==> config.mk <==
export PLATFORM = sky130hd
export DESIGN_NAME = midpoint_circle_point_generator_top
export DESIGN_NICKNAME = d
export VERILOG_FILES = /design/src/rtl/core/mcpg_pkg.sv /design/src/rtl/core/mcpg_front.sv /design/src/rtl/core/mcpg_queue.sv /design/src/rtl/core/mcpg_back.sv /design/src/rtl/core/midpoint_circle_point_generator_top.sv
export SDC_FILE = /design/constraint.sdc
export NUM_CORES = 1
export LEC_CHECK = 0
export BUFFER_PORTS_ARGS = -buffer_cell sky130_fd_sc_hd__buf_2
export CAP_MARGIN = 20
export CORE_ASPECT_RATIO = 1.5
export CORE_MARGIN = 1.5
export CORE_UTILIZATION = 58
export DETAILED_ROUTE_END_ITERATION = 8
export MAX_ROUTING_LAYER = met4
export PLACE_DENSITY_LB_ADDON = 0.25
export SKIP_CTS_REPAIR_TIMING = 1
export SLEW_MARGIN = 20
export SYNTH_ARGS = -nofsm -noshare
export SYNTH_HDL_FRONTEND = slang
export SYNTH_SLANG_ARGS = --single-unit
export TNS_END_PERCENT = 1
==> constraint.sdc <==
create_clock -name clock -period 8.02 [get_ports clock]
set_input_delay 0.802 -clock clock [delete_from_list [all_inputs] [get_ports clock]]
set_output_delay 0.802 -clock clock [all_outputs]
set_load 0.03 [all_outputs]
==> src/rtl/core/mcpg_pkg.sv <==
`timescale 1ns / 1ps
`default_nettype none

package mcpg_pkg;

   localparam int unsigned CoordWidth  = 12;
   localparam int unsigned RadiusWidth = 11;
   localparam int unsigned OriginWidth = 11;
   localparam int unsigned PixelWidth  = 14;
   localparam int unsigned DecWidth    = 16;
   localparam int unsigned CsrIdxWidth = 8;
   localparam int unsigned ReqDataWidth = 40;
   localparam int unsigned RspDataWidth = 32;
   localparam int unsigned PointCount   = 8;

   localparam logic [OriginWidth-1:0] OriginXReset = 11'd320;
   localparam logic [OriginWidth-1:0] OriginYReset = 11'd240;

   typedef enum logic [0:0] {
      OP_START = 1'b0,
      OP_STEP  = 1'b1
   } op_type;

   typedef enum logic [1:0] {
      KIND_CENTRE = 2'd0,
      KIND_POINT  = 2'd1,
      KIND_DONE   = 2'd2
   } kind_type;

   localparam logic [CsrIdxWidth-1:0] CSR_ORIGIN_X = 8'd0;
   localparam logic [CsrIdxWidth-1:0] CSR_ORIGIN_Y = 8'd1;

   // One unit of work for the back end: the points of one octant step,
   // the centre point of a new circle, or the finished marker.
   typedef struct packed {
      kind_type                      kind;
      logic signed [CoordWidth-1:0]  cx;
      logic signed [CoordWidth-1:0]  cy;
      logic        [CoordWidth-1:0]  x;
      logic        [CoordWidth-1:0]  y;
   } job_type;

endpackage : mcpg_pkg

`default_nettype wire

==> src/rtl/core/mcpg_front.sv <==
`timescale 1ns / 1ps
`default_nettype none

module mcpg_front (
   input  wire                                      clock,
   input  wire                                      reset,
   input  wire                                      req_tvalid,
   output logic                                     req_tready,
   input  wire                                      req_tuser,
   input  wire  [mcpg_pkg::ReqDataWidth-1:0]        req_tdata,
   output logic                                     push,
   output mcpg_pkg::job_type                        push_job,
   input  wire                                      push_ready
);
   import mcpg_pkg::*;

   logic [CoordWidth-1:0] step_x_ff, step_x_in;
   logic [CoordWidth-1:0] step_y_ff, step_y_in;
   logic [DecWidth-1:0]   decision_ff, decision_in;
   logic [CoordWidth-1:0] held_cx_ff, held_cx_in;
   logic [CoordWidth-1:0] held_cy_ff, held_cy_in;

   logic                   accept;
   logic [CoordWidth-1:0]  center_x;
   logic [CoordWidth-1:0]  center_y;
   logic [RadiusWidth-1:0] radius;
   logic [DecWidth-1:0]    x_wide;
   logic [DecWidth-1:0]    y_wide;
   logic [DecWidth-1:0]    diff_wide;

   assign req_tready = push_ready;
   assign accept     = req_tvalid && req_tready;
   assign push       = accept;
   assign center_x   = req_tdata[11:0];
   assign center_y   = req_tdata[23:12];
   assign radius     = req_tdata[34:24];
   assign x_wide     = {{(DecWidth-CoordWidth){1'b0}}, step_x_ff};
   assign y_wide     = {{(DecWidth-CoordWidth){1'b0}}, step_y_ff};
   assign diff_wide  = x_wide - y_wide;

   always_comb begin
      step_x_in   = step_x_ff;
      step_y_in   = step_y_ff;
      decision_in = decision_ff;
      held_cx_in  = held_cx_ff;
      held_cy_in  = held_cy_ff;
      push_job.kind = KIND_DONE;
      push_job.cx   = held_cx_ff;
      push_job.cy   = held_cy_ff;
      push_job.x    = '0;
      push_job.y    = '0;
      if (op_type'(req_tuser) == OP_START) begin
         held_cx_in    = center_x;
         held_cy_in    = center_y;
         step_x_in     = '0;
         step_y_in     = {1'b0, radius};
         decision_in   = 16'd3 - {4'b0000, radius, 1'b0};
         push_job.kind = KIND_CENTRE;
         push_job.cx   = center_x;
         push_job.cy   = center_y;
      end else if (step_x_ff < step_y_ff) begin
         step_x_in = step_x_ff + 12'd1;
         if (decision_ff[DecWidth-1]) begin
            decision_in = decision_ff + {x_wide[DecWidth-3:0], 2'b00} + 16'd6;
         end else begin
            decision_in = decision_ff + {diff_wide[DecWidth-3:0], 2'b00} + 16'd10;
            step_y_in   = step_y_ff - 12'd1;
         end
         push_job.kind = KIND_POINT;
         push_job.x    = step_x_in;
         push_job.y    = step_y_in;
      end
   end

   always_ff @(posedge clock) begin
      if (reset) begin
         step_x_ff   <= '0;
         step_y_ff   <= '0;
         decision_ff <= '0;
         held_cx_ff  <= '0;
         held_cy_ff  <= '0;
      end else if (accept) begin
         step_x_ff   <= step_x_in;
         step_y_ff   <= step_y_in;
         decision_ff <= decision_in;
         held_cx_ff  <= held_cx_in;
         held_cy_ff  <= held_cy_in;
      end
   end

   a_start_clears_x: assert property (@(posedge clock) disable iff (reset)
      accept && req_tuser == OP_START |=> step_x_ff == '0)
      else $error("Step x not cleared by a start transaction.");

   a_step_advances_x: assert property (@(posedge clock) disable iff (reset)
      accept && req_tuser == OP_STEP && push_job.kind == KIND_POINT
      |=> step_x_ff == $past(step_x_ff) + 12'd1)
      else $error("Step x did not advance on a point step.");

endmodule : mcpg_front

`default_nettype wire

==> src/rtl/core/mcpg_queue.sv <==
`timescale 1ns / 1ps
`default_nettype none

module mcpg_queue #(
   parameter int unsigned DEPTH = 2
) (
   input  wire                 clock,
   input  wire                 reset,
   input  wire                 push,
   input  mcpg_pkg::job_type   push_job,
   output logic                push_ready,
   input  wire                 pop,
   output mcpg_pkg::job_type   head_job,
   output logic                head_valid
);
   import mcpg_pkg::*;

   localparam int unsigned PtrWidth = (DEPTH > 1) ? $clog2(DEPTH) : 1;
   localparam int unsigned CntWidth = $clog2(DEPTH + 1);
   localparam logic [PtrWidth-1:0] LastPtr = PtrWidth'(DEPTH - 1);
   localparam logic [CntWidth-1:0] FullCnt = CntWidth'(DEPTH);

   job_type               slot_ff [DEPTH];
   logic [PtrWidth-1:0]   wr_ptr_ff, wr_ptr_in;
   logic [PtrWidth-1:0]   rd_ptr_ff, rd_ptr_in;
   logic [CntWidth-1:0]   count_ff, count_in;
   logic                  do_push;
   logic                  do_pop;

   assign push_ready = count_ff != FullCnt;
   assign head_valid = count_ff != '0;
   assign head_job   = slot_ff[rd_ptr_ff];
   assign do_push    = push && push_ready;
   assign do_pop     = pop && head_valid;

   always_comb begin
      wr_ptr_in = wr_ptr_ff;
      rd_ptr_in = rd_ptr_ff;
      count_in  = count_ff;
      if (do_push) begin
         wr_ptr_in = (wr_ptr_ff == LastPtr) ? '0 : wr_ptr_ff + PtrWidth'(1);
      end
      if (do_pop) begin
         rd_ptr_in = (rd_ptr_ff == LastPtr) ? '0 : rd_ptr_ff + PtrWidth'(1);
      end
      if (do_push && !do_pop) begin
         count_in = count_ff + CntWidth'(1);
      end else if (do_pop && !do_push) begin
         count_in = count_ff - CntWidth'(1);
      end
   end

   always_ff @(posedge clock) begin
      if (reset) begin
         wr_ptr_ff <= '0;
         rd_ptr_ff <= '0;
         count_ff  <= '0;
      end else begin
         wr_ptr_ff <= wr_ptr_in;
         rd_ptr_ff <= rd_ptr_in;
         count_ff  <= count_in;
      end
   end

   always_ff @(posedge clock) begin
      if (do_push) begin
         slot_ff[wr_ptr_ff] <= push_job;
      end
   end

   a_count_bounded: assert property (@(posedge clock) disable iff (reset)
      count_ff <= FullCnt)
      else $error("Queue occupancy exceeds its depth.");

endmodule : mcpg_queue

`default_nettype wire

==> src/rtl/core/mcpg_back.sv <==
`timescale 1ns / 1ps
`default_nettype none

module mcpg_back (
   input  wire                                    clock,
   input  wire                                    reset,
   input  mcpg_pkg::job_type                      head_job,
   input  wire                                    head_valid,
   output logic                                   pop,
   input  wire  [mcpg_pkg::OriginWidth-1:0]       origin_x,
   input  wire  [mcpg_pkg::OriginWidth-1:0]       origin_y,
   output logic                                   rsp_tvalid,
   input  wire                                    rsp_tready,
   output logic [1:0]                             rsp_tuser,
   output logic                                   rsp_tlast,
   output logic [mcpg_pkg::RspDataWidth-1:0]      rsp_tdata
);
   import mcpg_pkg::*;

   logic [2:0]            idx_ff, idx_in;
   logic                  rsp_valid_ff, rsp_valid_in;
   logic [1:0]            rsp_kind_ff;
   logic                  rsp_last_ff;
   logic [PixelWidth-1:0] rsp_px_ff;
   logic [PixelWidth-1:0] rsp_py_ff;

   logic                  emit;
   logic                  is_last;
   logic [CoordWidth-1:0] term_a;
   logic [CoordWidth-1:0] term_b;
   logic [PixelWidth-1:0] off_a;
   logic [PixelWidth-1:0] off_b;
   logic [PixelWidth-1:0] px;
   logic [PixelWidth-1:0] py;

   assign emit    = head_valid && (!rsp_valid_ff || rsp_tready);
   assign is_last = (head_job.kind != KIND_POINT) || (idx_ff == 3'(PointCount - 1));
   assign pop     = emit && is_last;

   // The upper four points swap the roles of x and y; bit 1 of the index
   // mirrors the x term and bit 0 the y term.
   always_comb begin
      term_a = idx_ff[2] ? head_job.y : head_job.x;
      term_b = idx_ff[2] ? head_job.x : head_job.y;
      off_a  = {2'b00, term_a};
      off_b  = {2'b00, term_b};
      if (idx_ff[1]) begin
         off_a = -off_a;
      end
      if (idx_ff[0]) begin
         off_b = -off_b;
      end
      px = {{2{head_job.cx[CoordWidth-1]}}, head_job.cx} + off_a + {3'b000, origin_x};
      py = {{2{head_job.cy[CoordWidth-1]}}, head_job.cy} + off_b + {3'b000, origin_y};
      if (head_job.kind == KIND_DONE) begin
         px = '0;
         py = '0;
      end
   end

   always_comb begin
      idx_in       = idx_ff;
      rsp_valid_in = rsp_valid_ff;
      if (rsp_tready) begin
         rsp_valid_in = 1'b0;
      end
      if (emit) begin
         rsp_valid_in = 1'b1;
         idx_in       = is_last ? 3'd0 : idx_ff + 3'd1;
      end
   end

   always_ff @(posedge clock) begin
      if (reset) begin
         idx_ff       <= '0;
         rsp_valid_ff <= 1'b0;
      end else begin
         idx_ff       <= idx_in;
         rsp_valid_ff <= rsp_valid_in;
      end
   end

   always_ff @(posedge clock) begin
      if (emit) begin
         rsp_kind_ff <= head_job.kind;
         rsp_last_ff <= is_last;
         rsp_px_ff   <= px;
         rsp_py_ff   <= py;
      end
   end

   assign rsp_tvalid = rsp_valid_ff;
   assign rsp_tuser  = rsp_kind_ff;
   assign rsp_tlast  = rsp_last_ff;
   assign rsp_tdata  = {{(RspDataWidth-2*PixelWidth){1'b0}}, rsp_py_ff, rsp_px_ff};

   a_index_needs_job: assert property (@(posedge clock) disable iff (reset)
      idx_ff != 3'd0 |-> head_valid && head_job.kind == KIND_POINT)
      else $error("Point index is mid-job without a point job at the head.");

endmodule : mcpg_back

`default_nettype wire

==> src/rtl/core/midpoint_circle_point_generator_top.sv <==
// A request's job is held in a queue slot and its result then in the single output
// register before it is offered. A start or a finished step yields one result; a point
// step yields eight mirrored points, emitted one per cycle unless the output stalls.
// The front end runs ahead of the point emitter by up to QUEUE_DEPTH requests.
// Reset is synchronous and active high; it clears the circle state and the queue and
// returns the origin registers to 320 and 240.
`timescale 1ns / 1ps
`default_nettype none

module midpoint_circle_point_generator_top #(
   parameter int unsigned QUEUE_DEPTH = 2
) (
   input  wire                                    clock,
   input  wire                                    reset,
   input  wire                                    req_tvalid,
   output logic                                   req_tready,
   input  wire                                    req_tuser,   // operation
   input  wire  [mcpg_pkg::ReqDataWidth-1:0]      req_tdata,   // center_x, center_y, radius
   output logic                                   rsp_tvalid,
   input  wire                                    rsp_tready,
   output logic [1:0]                             rsp_tuser,   // kind
   output logic                                   rsp_tlast,
   output logic [mcpg_pkg::RspDataWidth-1:0]      rsp_tdata,   // pixel_x, pixel_y
   input  wire                                    csr_valid,
   output logic                                   csr_ready,
   input  wire  [mcpg_pkg::CsrIdxWidth-1:0]       csr_index,
   input  wire  [mcpg_pkg::OriginWidth-1:0]       csr_data
);
   import mcpg_pkg::*;

   logic [OriginWidth-1:0] origin_x_ff;
   logic [OriginWidth-1:0] origin_y_ff;

   logic    push;
   job_type push_job;
   logic    push_ready;
   logic    pop;
   job_type head_job;
   logic    head_valid;

   assign csr_ready = 1'b1;

   always_ff @(posedge clock) begin
      if (reset) begin
         origin_x_ff <= OriginXReset;
         origin_y_ff <= OriginYReset;
      end else if (csr_valid) begin
         unique case (csr_index)
            CSR_ORIGIN_X: origin_x_ff <= csr_data;
            CSR_ORIGIN_Y: origin_y_ff <= csr_data;
            default: ;
         endcase
      end
   end

   mcpg_front u_front (
      .clock      (clock),
      .reset      (reset),
      .req_tvalid (req_tvalid),
      .req_tready (req_tready),
      .req_tuser  (req_tuser),
      .req_tdata  (req_tdata),
      .push       (push),
      .push_job   (push_job),
      .push_ready (push_ready)
   );

   mcpg_queue #(
      .DEPTH (QUEUE_DEPTH)
   ) u_queue (
      .clock      (clock),
      .reset      (reset),
      .push       (push),
      .push_job   (push_job),
      .push_ready (push_ready),
      .pop        (pop),
      .head_job   (head_job),
      .head_valid (head_valid)
   );

   mcpg_back u_back (
      .clock      (clock),
      .reset      (reset),
      .head_job   (head_job),
      .head_valid (head_valid),
      .pop        (pop),
      .origin_x   (origin_x_ff),
      .origin_y   (origin_y_ff),
      .rsp_tvalid (rsp_tvalid),
      .rsp_tready (rsp_tready),
      .rsp_tuser  (rsp_tuser),
      .rsp_tlast  (rsp_tlast),
      .rsp_tdata  (rsp_tdata)
   );

endmodule : midpoint_circle_point_generator_top

`default_nettype wire

* Word level (Yosys, flattened, before mapping)
Memories as Yosys holds them, arrays and structs flattened. A register that Yosys moved wholly into a read port is not among the register bits. Index checks and enable logic that the tools add are counted.
Word-level totals: register bits 125, memory bits (writable) 100, bits of input ports 65, output and inout port bits 38, word-level logic and storage cells 92, memories kept 1
Memory list:
- u_queue.slot_ff | words 2, bits a word 50, read ports 1, clocked after Yosys merged registers in 1, write ports 1, RTL line mcpg_queue.sv:23 | job_type slot_ff [DEPTH];
Operators by class: $add $sub $neg 19, $lt $le $gt $ge 1, equality and inequality tests 6, multiplexer cells 28, bitwise logic cells 1, reduce and logical (&&, ||, !) cells 20
Operators with widths (number):
- 12-bit 2-to-1 mux | 7
- 24-bit 2-to-1 mux | 3
- 16-bit 2-to-1 mux | 3
- 14-bit by 11-bit adder with 14-bit output | 2
- 14-bit adder | 2
- 14-bit 2-to-1 mux | 2
- 12-bit negator with 14-bit output | 2
- 16-bit by 14-bit adder with 16-bit output | 1
- 16-bit adder | 1
- 16-bit by 3-bit adder with 16-bit output, second input constant | 1
- 16-bit by 4-bit adder with 16-bit output, second input constant | 1
- 12-bit by 12-bit subtractor with 13-bit output | 1
- 2-bit by 12-bit subtractor with 13-bit output, first input constant | 1
- 12-bit by 1-bit adder with 12-bit output, second input constant | 1
- 12-bit < comparator | 1
- 12-bit by 1-bit subtractor with 12-bit output, second input constant | 1
- 8-bit by 1-bit equality test with 1-bit output, second input constant | 1
- 8-bit zero test | 1
- 1-bit 2-to-1 mux | 8
- 2-bit 2-to-1 mux | 4
- 2-bit AND reduction | 4
- 1-bit logical AND | 7
- 2-bit nonzero test | 3
- 2-bit by 1-bit inequality test with 1-bit output, second input constant | 2
- other kinds (11) | 15

* Depth between registers and ports, before layout
Gate-level depths: netlist (run 1).
depth in word-level cells 8, mapped depth 22, mapped depth without buffers 19

* Hierarchy
A second synthesis (run 1) with hierarchy kept.
Second synthesis, totals: cells, all modules 1428, area total of the unflattened synthesis 14323.7 sq um
By module, submodules not included:
- mcpg_front | times used 1, cells each 756, area each 5632.9 sq um, seq. area each 1261.2 sq um
- mcpg_back | times used 1, cells each 394, area each 3890.0 sq um, seq. area each 1011.0 sq um
- mcpg_queue | times used 1, cells each 180, area each 3817.4 sq um, seq. area each 3103.0 sq um
- midpoint_circle_point_generator_top | times used 1, cells each 98, area each 983.4 sq um, seq. area each 440.4 sq um

* Worst setup path after synthesis (run 1)
Ideal clock, no wire load.
path kind register to register, start register with a tool-made name, end register u_back.rsp_px_ff[13] (data pin), library setup time 266 ps, arrival time 4313 ps, data required time 7754 ps, path slack 3441 ps, cell stages (with the launch flop) 22, path buffers 2, period minus slack after synthesis 4579 ps, cells stage by stage dfxtp_1 > buf_6 > buf_6 > mux2_1 > mux2_2 > inv_1 > ha_1 > nand2_1 > or3_1 > or3_1 > or2_1 > o21ai_2 > xor2_1 > fa_1 > inv_1 > ha_1 > nand3_1 > nand2_1 > a41o_1 > o41ai_1 > xnor2_1 > nor2_1
RTL lines:
- to (signal assigned) | RTL line mcpg_back.sv:87 | rsp_px_ff <= px;
- to (decl) | RTL line mcpg_back.sv:24 | logic [PixelWidth-1:0] rsp_px_ff;

==> summary.txt, run 1 <==
Clock network
  • Clk Latency, worst-skew pair: 0.52 ns
  • Total clock buffers created by CTS: 22
  • Master cell of the clock root buffer: clkbuf_16
  • H-tree levels: 1
  • CTS clock-pin slew for the worst setup and hold paths: 0.06 ns
  • Maximum number of buffers from clock root to sink: 3
  • CTS tree: built
  • Number of clock sinks: 225

Detailed routing
  • Iteration count of the initial detailed-routing pass: 5
  • Count of routing violations after the opening detailed-route iteration: ~710
  • Routed met2 length: 17700 µm
  • DRC violation count after routing: 0
  • Wire length the detailed router placed on met1: approximately 12000 µm
  • Vias post-DR: 10.1k
  • Highest signal layer in the routed design: met4
  • Remaining antenna violation count after routing: 0
  • WL final: 31400 µm
  • Routed wl met3: 1130 µm
  • Via-to-Cell Ratio: 5.71
  • Wire length per cell: approximately 18 µm

Power
  • Sw power: 2.55 mW
  • Power per Cell Area: just over 400 nW/µm²
  • Seq pwr share: around 28%
  • Clock network power share: 17.7%
  • Proportion of total power due to net switching: 41.4%
  • Largest voltage drop on the vdd net: approximately 260 µV
  • Tot Pwr: 6.15 mW
  • Comb pwr share: between 50% and 60%
  • Static leakage power: 6.22 nW
  • Cell-internal power: 3.61 mW

Critical path
  • Peak fanout along the critical path: 28
  • Arrival time reported for the critical path endpoint: about 5.6 ns
  • Endpoint of the worst setup timing path: u_back.rsp_px_ff[13]
  • Startpoint type of the worst setup path: register
  • Category of the worst setup path capture point: register
  • Register-to-Register Setup Slack: 2.62 ns
  • Type of the worst setup path: reg -> reg
  • Req. time, crit path: 8.24 ns
  • Reg-to-Reg End: u_back.rsp_px_ff[13]
  • Number of cells on the worst reg-to-reg path: 20

STA
  • Highest Clock Rate: 185 MHz
  • Final worst-path cycle share: between 60% and 70%
  • Max Slew Vio Count: 0
  • Clock tree skew after final layout: 0.0176 ns
  • Relative slew margins: 29.9%
  • Worst-Margin Slew: between 1 and 1.5 ns
  • Total negative slack for setup checks: 0 ns
  • Crit path time final: 5.40 ns
  • RSZ-0062 raised after global routing: false
  • Hold Fails Final Rpt: 0
  • Number of failing setup endpoints in the final timing report: 0

Synth
  • Count of mapped cells out of synthesis: about 1.4k
  • Top cell type by total area after synthesis: edfxtp_1
  • Post-synth ARST share: 0%
  • Mean cell area of the mapped netlist: 10.1 µm²
  • Netlist area before placement: 13700 µm²
  • Area contributors post-synth: edfxtp_1, dfxtp_1, ha_1
  • Unique cell type count in the Yosys netlist: 65
  • Number of flops mapped to enable cells by yosys: around 130
  • Flip-flop cell with the highest count after synthesis: edfxtp_1
  • Most instantiated library cell after synthesis: nor2_1
  • Sequential element share of the synthesized area: 42.3%
  • Commonest cells in the netlist: nor2_1, edfxtp_1, nand2_1, ha_1, a21oi_1
  • Fraction of post-synthesis cell area in the top cell type by area: 28.6%
  • Yosys warning count: 0
  • Flop and latch count out of synthesis: ~230

Final layout
  • Share of layout cells above drive strength 1: 14.7%
  • Multi-input combinational cell area: 7440 µm²
  • Filler instances: 1841
  • Area growth from synthesis to layout: 10.9%
  • Area of all sequential standard cells: 5820 µm²
  • Nets@finish: ~1.6k
  • Total inserted antenna cells: 0

Die
  • Starting utilization of the core area: slightly below 60%
  • Io pins: between 100 and 150
  • Vert. Die Dim: 192 µm
  • Chip width: 129 µm
  • Cell Rows: 68
  • Core Box Area: 23100 µm²
  • Die area: 24700 µm²

Run status
  • Status: finished clean

Placed design
  • Placer congestion estimate: 0.930
  • Detailed placement HPWL: between 20000 and 25000 µm
  • Number of port buffers: 92

Global route
  • Global-route wire length before repair: 49600 µm
  • Vias in the first global route: 9875
  • Pin count of the biggest net entering global routing: 87
  • Number of antenna violations at the first check in global routing: 0
  • Aggregate global routing overflow: 0
  • Overall track demand over capacity in global routing: between 20% and 30%

Min path
  • Worst min-delay path category: reg -> reg

Job
  • Number of maximum-capacitance violations: 0
-- cell families (layout without fill, tap and decap cells) --
kind of cell               Yosys count  in the layout  synth area share (%)
muxes                              112            112                  9.60
buffers and inverters              133            219                  3.89
adders and majority gates          126            126                  12.9
other                                2              5                0.0546
xor gates and xnor gates            98             98                  6.45
DFF                                225            225                  42.3
AOI/OAI and AO/OA                  245            245                  11.1
and+or+nand+nor                    416            416                  13.7
-- worst max-delay path, cell delays in order (launching register included) --
cell and delay, ns:
dfxtp_2 0.79, buf_4 0.49, mux2i_1 0.36, mux2i_1 0.19, inv_1 0.09, ha_1 0.15, nand2_1 0.06, or3_1 0.38
or3_1 0.36, or2_1 0.24, o21ai_2 0.13, xor2_1 0.09, fa_1 0.48, inv_1 0.04, ha_1 0.35, nand3_1 0.09
nand2_1 0.05, a41o_1 0.21, o41ai_1 0.30, xnor2_1 0.17, nor2_1 0.07
-- how the worst min path moves through the flow --
stage	start	end	slack [ns]	cells after the start
after floorplan	u_front.held_cx_ff[0]	u_front.held_cx_ff[0]	0.43	2
after CTS	u_front.held_cy_ff[1]	u_front.held_cy_ff[1]	0.46	2
after global routing	u_front.held_cy_ff[10]	u_front.held_cy_ff[10]	0.48	2
after global placement	u_front.held_cx_ff[6]	u_front.held_cx_ff[6]	0.44	2
after detailed placement	u_front.held_cy_ff[1]	u_front.held_cy_ff[1]	0.45	2
final	u_front.held_cy_ff[1]	u_front.held_cy_ff[1]	0.45	2
-- metrics by stage --
stage	util [%]	setup WS (ns)	instances	hold slack, ns	cell area [µm²]
6_report	65.9	2.62	1761	0.452	15300
5_1_grt	65.9	2.27	1761	0.480	15300
4_1_cts	65.9	2.58	1761	0.456	15300
3_5_place_dp	62.6	2.58	1721	0.446	14500
3_3_place_gp	62.6	2.61	1721	0.438	14500
2_1_floorplan	-	3.44	1360	0.433	13800
-- area by class of cell --
| type | count | area share, % |
|---|---|---|
| Multi-Input combinational cell | 1002 | 48.8 |
| Sequential cell | 225 | 38.1 |
| Clock buffer | 27 | 3.90 |
| Timing Repair Buffer | 105 | 3.66 |
| Tap cell | 315 | 2.58 |
| Inverter | 74 | 1.82 |
| Clock inverter | 13 | 1.12 |
-- power groups by stage --
| stage | clock network (mW) | logic (mW) | registers, mW |
|---|---|---|---|
| floorplan | 0 | 2.44 | 1.88 |
| global placement | 0 | 3.25 | 1.73 |
| detailed placement | 0 | 3.33 | 1.75 |
| CTS | 1.10 | 3.35 | 1.72 |
| global route | 1.15 | 3.75 | 1.75 |
| finish | 1.09 | 3.34 | 1.72 |
-- cells in the final DEF (no fill, tap or decap), types with 25 or more instances in the layout --
cell,netlist,layout
nor2_1,138,136
edfxtp_1,131,131
nand2_1,121,121
ha_1,99,99
a21oi_1,98,98
dfxtp_1,94,93
buf_2,2,92
inv_1,72,72
xnor2_1,56,56
mux2_2,49,49
mux2i_1,49,49
nor3_1,42,42
xor2_1,40,40
o21ai_0,36,35
nand3_1,28,28
fa_1,27,27
nor2b_1,25,25
-- registers in the layout (all words and copies together) (netlist names), named ones only --
| signal | flops |
|---|---|
| origin_x_ff | 11 |
| origin_y_ff | 11 |
| u_back.idx_ff | 3 |
| u_back.rsp_px_ff | 14 |
| u_back.rsp_py_ff | 14 |
| u_back.rsp_tlast | 1 |
| u_back.rsp_tuser | 2 |
| u_back.rsp_tvalid | 1 |
| u_front.decision_ff | 15 |
| u_front.held_cx_ff | 12 |
| u_front.held_cy_ff | 12 |
| u_front.step_x_ff | 12 |
| u_front.step_y_ff | 12 |
| u_queue.count_ff | 2 |
| u_queue.rd_ptr_ff | 1 |
| u_queue.slot_ff | 100 |
| u_queue.wr_ptr_ff | 1 |
-- metal layers --
metal / vias up / global-route usage [%]
li1: 4962 / -
met1: 4802 / 27.2
met2: 237 / 52.6
met3: 50 / 2.53
met4: 0 / 8.86
met5: - / -
Power figures use the tool's default switching activity.
==> run 2: changes to the inputs <==
Settings changed: ABC_AREA set to 1, CORE_UTILIZATION 58 to 56.
Clock period 8.02 ns to 4.5 ns, I/O delays scaled along.
==> summary.txt, run 2 <==
Run status
  • Status: finished clean

Clock network
  • CTS clock-pin slew for the worst setup and hold paths: 0.06 ns (about the same)
  • Number of clock sinks: 225 (unchanged)
  • Clk Latency, worst-skew pair: 0.53 ns (about the same)
  • Maximum number of buffers from clock root to sink: 3 (unchanged)
  • CTS tree: built
  • H-tree levels: 1 (unchanged)
  • Master cell of the clock root buffer: clkbuf_16
  • Total clock buffers created by CTS: 22 (unchanged)

STA
  • Post-Route Hold Slack: 0.217 ns (-0.236 ns)
  • Highest Clock Rate: 249 MHz (+35%)
  • Relative slew margins: 49.2% (+19 points)
  • Worst-Margin Slew: 0.761 ns (-0.284 ns)
  • Max Slew Vio Count: 0 (unchanged)
  • Final worst-path cycle share: 89.1% (+22 points)
  • Clock tree skew after final layout: 0.0339 ns (+0.0163 ns)
  • Crit path time final: 4.01 ns (-1.39 ns)
  • Hold Fails Final Rpt: 0 (unchanged)
  • Number of failing setup endpoints in the final timing report: 0 (unchanged)
  • RSZ-0062 raised after global routing: false
  • Total negative slack for setup checks: 0 ns (unchanged)

Final layout
  • Commonest non-fill, non-tap cell in the layout: nand2_1
  • Commonest cells after routing, fill and taps aside: nand2_1, inv_1, o21ai_0
  • Register with the most flip-flops: u_queue.slot_ff
  • Filler instances: 2171 (+18%)
  • Area of all sequential standard cells: 5820 µm² (unchanged)
  • Final cell count without fillers: 2200 (+25%)
  • Area growth from synthesis to layout: 9.66%
  • Share of layout cells above drive strength 1: 12.3% (-2.4 points)
  • Total inserted antenna cells: 0 (unchanged)
  • Multi-input combinational cell area: 7390 µm² (-0.72%)
  • Largest registers ranked by flip-flop count: u_queue.slot_ff x100, u_front.decision_ff x15
  • Nets@finish: 2047 (+26%)
  • Fraction of the core area covered by cells at the end of the flow: 62.8% (-3.1 points)
  • Flip-flop count of the largest register after layout: 100 (unchanged)

Global route
  • Vias in the first global route: 11.8k (+19%)
  • Global-route wire length before repair: 56800 µm (+14%)
  • Number of antenna violations at the first check in global routing: 0 (unchanged)
  • Pin count of the biggest net entering global routing: 55 (-37%)
  • Aggregate global routing overflow: 0 (unchanged)
  • Overall track demand over capacity in global routing: 27.8% (+1.1 points)

Synth
  • Area contributors post-synth: edfxtp_1, dfxtp_1, nand2_1
  • Netlist area before placement: 14400 µm² (+5.0%)
  • Sequential element share of the synthesized area: 40.3% (-2.0 points)
  • Yosys warning count: 0 (unchanged)
  • Flop and latch count out of synthesis: 225 (unchanged)
  • Flip-flop cell with the highest count after synthesis: edfxtp_1
  • Fraction of post-synthesis cell area in the top cell type by area: 27.2% (-1.4 points)
  • Number of flops mapped to enable cells by yosys: 131 (unchanged)
  • Count of mapped cells out of synthesis: 1781 (+31%)
  • Commonest cells in the netlist: nand2_1, inv_1, o21ai_0, nor2_1, edfxtp_1
  • Unique cell type count in the Yosys netlist: 55 (-15%)
  • Most instantiated library cell after synthesis: nand2_1
  • Post-synth ARST share: 0% (unchanged)
  • Mean cell area of the mapped netlist: 8.11 µm² (-20%)
  • Top cell type by total area after synthesis: edfxtp_1

Detailed routing
  • Iteration count of the initial detailed-routing pass: 5 (unchanged)
  • Wire length per cell: 16.1 µm (-9.8%)
  • Via-to-Cell Ratio: 5.46 (-4.3%)
  • Remaining antenna violation count after routing: 0 (unchanged)
  • DRC violation count after routing: 0 (unchanged)
  • WL final: 35400 µm (+13%)
  • Vias post-DR: 12.0k (+20%)
  • Count of routing violations after the opening detailed-route iteration: 679 (-4.1%)

Critical path
  • Slowest library cell on the worst path: dfxtp_2
  • Cell type with the highest occurrence count on the critical path: nor2_1
  • Category of the worst setup path capture point: register
  • Type of the worst setup path: reg -> reg
  • Peak fanout along the critical path: 11 (-61%)
  • Crit-path cells: nand2_1 -> o211ai_1 -> o21ai_1 -> buf_4 -> inv_1 -> ha_1 -> o21ai_0 -> fa_1 -> inv_1 -> ha_1 -> inv_1 -> fa_1 -> nor2_1 -> o21ai_0 -> nand2_1 -> a21oi_1 -> nor2_1 -> nor2_1 -> nor2_1 -> o21ai_0 -> nand2_1 -> nor2_1
  • Req. time, crit path: 4.79 ns (-3.45 ns)
  • Startpoint type of the worst setup path: register
  • Arrival time reported for the critical path endpoint: 4.30 ns (-1.33 ns)
  • Peak per-stage delay on the critical path: 0.51 ns (-0.28 ns)

Die
  • Cell Rows: 71 (+4.4%)
  • Starting utilization of the core area: 57.2% (-2.2 points)
  • Core Box Area: 25200 µm² (+9.0%)
  • Die area: 26800 µm² (+8.6%)
  • Vert. Die Dim: 200 µm (+4.2%)
  • Chip width: 134 µm (+4.2%)
  • Io pins: 103 (unchanged)

Placed design
  • Number of port buffers: 92 (unchanged)
  • Detailed placement HPWL: 27000 µm (+15%)
  • Cell Count Post-Placement: 2160 (+26%)
  • Placer congestion estimate: 0.980 (+5.4%)

Min path
  • Worst min-delay path category: in -> reg

Job
  • Number of maximum-capacitance violations: 0 (unchanged)
[run 2: changes by cell type in the layout (fill, tap and decap cells not counted), sizes merged, moves of 41 or more]
cell   change
o21ai    +143
inv      +157
mux2i     -41
mux2      -53
nand3     +64
a21oi     +42
nand2    +281
[run 2: per-stage QoR]
| stage | area (µm²) | setup WS, ns |
|---|---|---|
| after detailed placement | 15100 | 0.431 |
| after global placement | 15100 | 0.590 |
| final | 15800 | 0.489 |
| after CTS | 15800 | 0.445 |
| after floorplan | 14500 | 0.810 |
| after global routing | 15800 | 0.105 |
[run 2: final timing paths]
check | startpoint | endpoint | slack (ns) | cells after the start
max | register | u_back.rsp_px_ff[11] | 0.49 | 22
min | csr_data[9] | origin_y_ff[9] | 0.22 | 3
max reg2reg | register | u_back.rsp_px_ff[11] | 0.49 | 22
min reg2reg | u_front.held_cx_ff[10] | u_front.held_cx_ff[10] | 0.45 | 2
[run 2: cell families (layout without fill, tap and decap cells)]
| group | Yosys count | in the layout | synth area share, % |
|---|---|---|---|
| AOI/OAI and AO/OA | 375 | 375 | 14.6 |
| xor gates and xnor gates | 42 | 42 | 2.55 |
| adders and majority gates | 126 | 126 | 12.3 |
| buffers and inverters | 298 | 386 | 8.82 |
| DFF | 225 | 225 | 40.3 |
| muxes | 8 | 8 | 0.555 |
| other | 2 | 5 | 0.0520 |
| and+or+nand+nor | 705 | 705 | 20.9 |
[run 2: critical path, delay by kind of cell, from the launching register on]
| kind | cells | cell delay (ns) |
|---|---|---|
| flip-flops | 1 | 0.51 |
| AND/OR/NAND/NOR | 8 | 0.81 |
| AO/OA/AOI/OAI | 6 | 0.83 |
| buffers and inverters | 4 | 0.38 |
| adder cells (fa/ha/maj) | 4 | 1.26 |
[run 2: routing by layer]
metal | track usage (%) | vias up | wire length [µm]
met5 | - | - | 0
met4 | 16.9 | 0 | 2100
met2 | 51.0 | 324 | 18700
li1 | - | 6059 | -
met1 | 28.5 | 5528 | 13300
met3 | 2.99 | 109 | 1370
[run 2: area by class of cell]
| type | count | share of cell area [%] |
|---|---|---|
| multi-input cells | 1261 | 46.7 |
| flip-flops and latches | 225 | 36.7 |
| inverters | 233 | 5.55 |
| repair buffers | 113 | 3.98 |
| clock buffers | 28 | 3.62 |
| well taps | 328 | 2.59 |
| clock inverters | 12 | 0.861 |
Power of run 2 is left out: the tool's default activity adds up to more than one toggle a clock period on the data nets, which glitch-free logic cannot reach.
